===== src/rtl/smpq_pkg.sv =====
// smpq_pkg: shared constants, command codes and control structs
// for the sorted min-priority queue; no dependencies
package smpq_pkg;

    localparam int DEFAULT_CAPACITY = 128;
    localparam int VALUE_W          = 32;
    localparam int CMD_W            = 2;
    localparam int ENTRY_COUNT_W    = 8;

    localparam logic [CMD_W-1:0] CMD_CLEAR  = 2'd0;
    localparam logic [CMD_W-1:0] CMD_REMOVE = 2'd1;
    localparam logic [CMD_W-1:0] CMD_INSERT = 2'd2;

    // controller to datapath
    typedef struct packed {
        logic latch_val;
        logic rd_tail;
        logic scan_step;
        logic wr_shift;
        logic wr_val_above;
        logic wr_val_at_idx;
        logic wr_in_at_count;
        logic count_clr;
        logic count_inc;
        logic count_dec;
        logic emit;
        logic emit_err;
        logic emit_removed;
    } dp_cmd_t;

    // datapath to controller
    typedef struct packed {
        logic count_zero;
        logic count_full;
        logic entry_less;
        logic idx_zero;
    } dp_status_t;

endpackage


===== src/rtl/smpq_ctrl.sv =====
// smpq_ctrl: command sequencer for clear, remove and the insert shift scan
// depends on smpq_pkg
module smpq_ctrl (
    input  logic                         clk,
    input  logic                         rst_n,
    input  logic                         start,
    input  logic [smpq_pkg::CMD_W-1:0]   command,
    output logic                         busy,
    output smpq_pkg::dp_cmd_t            cmd,
    input  smpq_pkg::dp_status_t         status
);
    import smpq_pkg::*;

    typedef enum logic [1:0] {
        S_IDLE,
        S_INS_CMP,
        S_INS_PUT,
        S_REM_OUT
    } state_t;

    state_t state_reg;
    state_t state_next;
    logic   busy_reg;

    always_comb
    begin
        cmd        = '0;
        state_next = state_reg;
        case (state_reg)
            S_IDLE:
            begin
                if (start)
                begin
                    case (command)
                        CMD_CLEAR:
                        begin
                            cmd.count_clr = 1'b1;
                            cmd.emit      = 1'b1;
                        end
                        CMD_REMOVE:
                        begin
                            if (status.count_zero)
                            begin
                                cmd.emit     = 1'b1;
                                cmd.emit_err = 1'b1;
                            end
                            else
                            begin
                                cmd.rd_tail   = 1'b1;
                                cmd.count_dec = 1'b1;
                                state_next    = S_REM_OUT;
                            end
                        end
                        CMD_INSERT:
                        begin
                            if (status.count_full)
                            begin
                                cmd.emit     = 1'b1;
                                cmd.emit_err = 1'b1;
                            end
                            else if (status.count_zero)
                            begin
                                cmd.wr_in_at_count = 1'b1;
                                cmd.count_inc      = 1'b1;
                                cmd.emit           = 1'b1;
                            end
                            else
                            begin
                                cmd.latch_val = 1'b1;
                                cmd.rd_tail   = 1'b1;
                                state_next    = S_INS_CMP;
                            end
                        end
                        default:
                        begin
                            cmd.emit = 1'b1;
                        end
                    endcase
                end
            end
            S_INS_CMP:
            begin
                if (status.entry_less)
                begin
                    cmd.wr_shift = 1'b1;
                    if (status.idx_zero)
                    begin
                        state_next = S_INS_PUT;
                    end
                    else
                    begin
                        cmd.scan_step = 1'b1;
                    end
                end
                else
                begin
                    cmd.wr_val_above = 1'b1;
                    cmd.count_inc    = 1'b1;
                    cmd.emit         = 1'b1;
                    state_next       = S_IDLE;
                end
            end
            S_INS_PUT:
            begin
                cmd.wr_val_at_idx = 1'b1;
                cmd.count_inc     = 1'b1;
                cmd.emit          = 1'b1;
                state_next        = S_IDLE;
            end
            S_REM_OUT:
            begin
                cmd.emit         = 1'b1;
                cmd.emit_removed = 1'b1;
                state_next       = S_IDLE;
            end
            default:
            begin
                state_next = S_IDLE;
            end
        endcase
    end

    always_ff @(posedge clk or negedge rst_n)
    begin
        if (!rst_n)
        begin
            state_reg <= S_IDLE;
            busy_reg  <= 1'b0;
        end
        else
        begin
            state_reg <= state_next;
            busy_reg  <= (state_next != S_IDLE);
        end
    end

    assign busy = busy_reg;

endmodule


===== config.mk =====
export PLATFORM = sky130hd
export DESIGN_NAME = smpq_ctrl
export DESIGN_NICKNAME = d
export VERILOG_FILES = /design/src/rtl/smpq_pkg.sv /design/src/rtl/smpq_ctrl.sv
export SDC_FILE = /design/constraint.sdc
export NUM_CORES = 1
export LEC_CHECK = 0
export ABC_AREA = 1
export BUFFER_PORTS_ARGS = -buffer_cell sky130_fd_sc_hd__buf_4
export CAP_MARGIN = 30
export CELL_PAD_IN_SITES_DETAIL_PLACEMENT = 1
export CELL_PAD_IN_SITES_GLOBAL_PLACEMENT = 1
export CORE_MARGIN = 1.5
export CORE_UTILIZATION = 25
export DETAILED_ROUTE_END_ITERATION = 8
export PLACE_DENSITY_LB_ADDON = 0.12
export SETUP_SLACK_MARGIN = 0.15
export SKIP_LAST_GASP = 1
export SLEW_MARGIN = 10
export SYNTH_ARGS = -nofsm -noshare
export SYNTH_HDL_FRONTEND = slang
export SYNTH_SLANG_ARGS = --single-unit

===== constraint.sdc =====
create_clock -name clk -period 1.1 [get_ports clk]
set_input_delay 0 -clock clk [delete_from_list [all_inputs] [get_ports clk]]
set_output_delay 0 -clock clk [all_outputs]
set_load 0.05 [all_outputs]

==> run metrics <==
status=finished, violations left; failing checks=setup timing; sequential fraction of the synthesis area=20.8%; VDD IR-drop max=488 uV; Max Freq=737 MHz; Final HPWL DP=834 um; Leak=0.434 nW; post-synth cell types=18; vias in the first global route=434; Congestion Overflow GR=0; Initial DRC Count=3; drt pass-1 iters=6; first-pass GRT wire length=1740 um; CTS root buf=clkbuf_4; layout cell share with drive strength beyond 1=63.4%; worst endpoint data arrival time=1.36 ns; Filler Cell Count=170; post-synthesis cell count=56; final worst slack=-0.257 ns; final setup vio count=14; critical path endpoint category=primary output; Worst-Margin Slew=0.202 ns; Crit Reg-Reg Startpoint=state_reg[1]$_DFF_PN0_; most frequent cells in the layout=buf_4, inv_1, nand2_1, buf_6, nor2_4; Largest register FFs=2; placed cell count=96; CTS buffer count=3; setup_tns=-2.24 ns; R2R Path End=state_reg[0]$_DFF_PN0_; clk sink count=3; syn avg cell area=6.43 um2; core footprint=1320 um2; Worst-Skew Late Latency=0.24 ns; CP Class=reg2out; Critical path origin=state_reg[1]$_DFF_PN0_; Slew headroom=86.5%; Power Dens Cells=770 nW/um2; die area=1680 um2; Syn-to-layout area delta=122%; Port Buffer Count=22; CTS max path bufs=2; global placement routability congestion=0.716; CTS tree=yes; Clock Skews=0.00925 ns; crit path max fanout=5; Final Cycle Share=123%; Post-Syn Area=360 um2; vias post-DR=477; max_cap viols=0; initial antenna violation count=0; CP required=1.10 ns; setup slack, reg-to-reg=-0.19 ns; Nets=106; Initial Utilization=27.4%; CP Launch Type=flip-flop; syn_nets=68; Die Y=41.0 um; R2R depth=7; unrepaired setup endpoints after global routing=yes; Yosys reg bits=3; worst setup path endpoint=cmd[11]; final hold vios=0; IO Pins=23; clk slew on worst S/H paths=0.04 ns; minimum clock period=1.36 ns; Slew Viols, Final=0; # H-tree levels=1; row cnt=13; Die Wd=41.0 um; drt drc=0; all-layer global routing usage=15.8%; commonest non-fill, non-tap cell in the layout=buf_4; wire per inst=12.0 um; Min-Delay Path Class=in2async; fin cells=108; largest net degree at the start of global routing=6; DRT Wirelength=1290 um; number of antenna diodes=0; routed vias/inst=4.42; Synth Warn #=0; Routed Antenna Nets=0
critical path: stages, from the launching register on:
cell and delay (ns):
dfrtp_2 0.43, nor2_4 0.16, nand2_4 0.09, a21oi_2 0.13, nand2_2 0.09, clkinvlp_4 0.09
buf_8 0.14
worst min-delay path by stage:
| stage | to | slack [ns] | depth (start not counted) |
|---|---|---|---|
| floorplan | busy$_DFF_PN0_ | -0.30 | 0 |
| global placement | busy$_DFF_PN0_ | -0.21 | 1 |
| detailed placement | busy$_DFF_PN0_ | -0.21 | 1 |
| CTS | busy$_DFF_PN0_ | 0.08 | 2 |
| global route | busy$_DFF_PN0_ | 0.10 | 2 |
| finish | busy$_DFF_PN0_ | 0.09 | 2 |
layout make-up:
class	count	area (um2)	area share (%)
Multi-Input combinational cell	37	288	35.9
Clock buffer	4	26.3	3.28
Sequential cell	3	77.6	9.69
Tap cell	15	18.8	2.34
Timing Repair Buffer	33	318	39.7
Inverter	16	72.6	9.06
what timing repair did:
action / 4_1_cts / 5_1_grt
gates cloned: 0 / 0
gates resized for setup: 23 / 7
setup buffers: 5 / 2
hold buffers: 1 / 0
setup endpoints to repair: 16 / 16
pin swaps: 3 / 2
hold endpoints to repair: 3 / 0
synthesized netlist by cell type, drive strengths merged:
library cell	count	share of area, %
dfrtp	3	21
nand2	15	19
a21oi	3	5.2
inv	15	16
nor2	11	16
nand3	2	4.2
or2	1	1.7
clkinv	1	1.4
ha	3	10
nor3	1	4.5
o21ai	1	1.4
per-layer routing:
layer,vias to the layer above,GRT usage (%),wire length [um]
met2,19,28.5,694
met1,220,18.3,521
met3,2,1.63,54
li1,236,-,-
met4,0,7.50,23
met5,-,0,0
kinds of logic (layout without fill, tap and decap cells):
kind of cell | count (synthesis) | after routing | synth area share [%]
adder cells (fa/ha/maj) | 3 | 3 | 10.4
AO/OA/AOI/OAI | 4 | 4 | 6.60
flip-flops | 3 | 3 | 20.8
AND/OR/NAND/NOR | 30 | 30 | 45.1
buffers and inverters | 16 | 53 | 17.0
through the flow:
step / total power [mW] / utilization (%) / worst slack (ns) / hold WS [ns] / instance area, um2
2_1_floorplan: 0.271 / - / -0.318 / -0.296 / 393
3_3_place_gp: 0.352 / 45.5 / -0.0245 / -0.211 / 599
3_5_place_dp: 0.356 / 45.5 / -0.0454 / -0.211 / 599
4_1_cts: 0.599 / 57.0 / -0.232 / 0.0825 / 751
5_1_grt: 0.649 / 60.8 / -0.328 / 0.103 / 801
6_report: 0.617 / 60.8 / -0.257 / 0.0950 / 801
where the power goes:
group / total (mW) / switching (mW) / leakage [nW] / internal (mW)
registers: 0.122 / 0.00544 / 0.0379 / 0.117
logic: 0.292 / 0.173 / 0.381 / 0.119
clock network: 0.203 / 0.0663 / 0.0150 / 0.136
total: 0.617 / 0.245 / 0.434 / 0.372
Note: power is estimated with default switching activity, not from simulation.
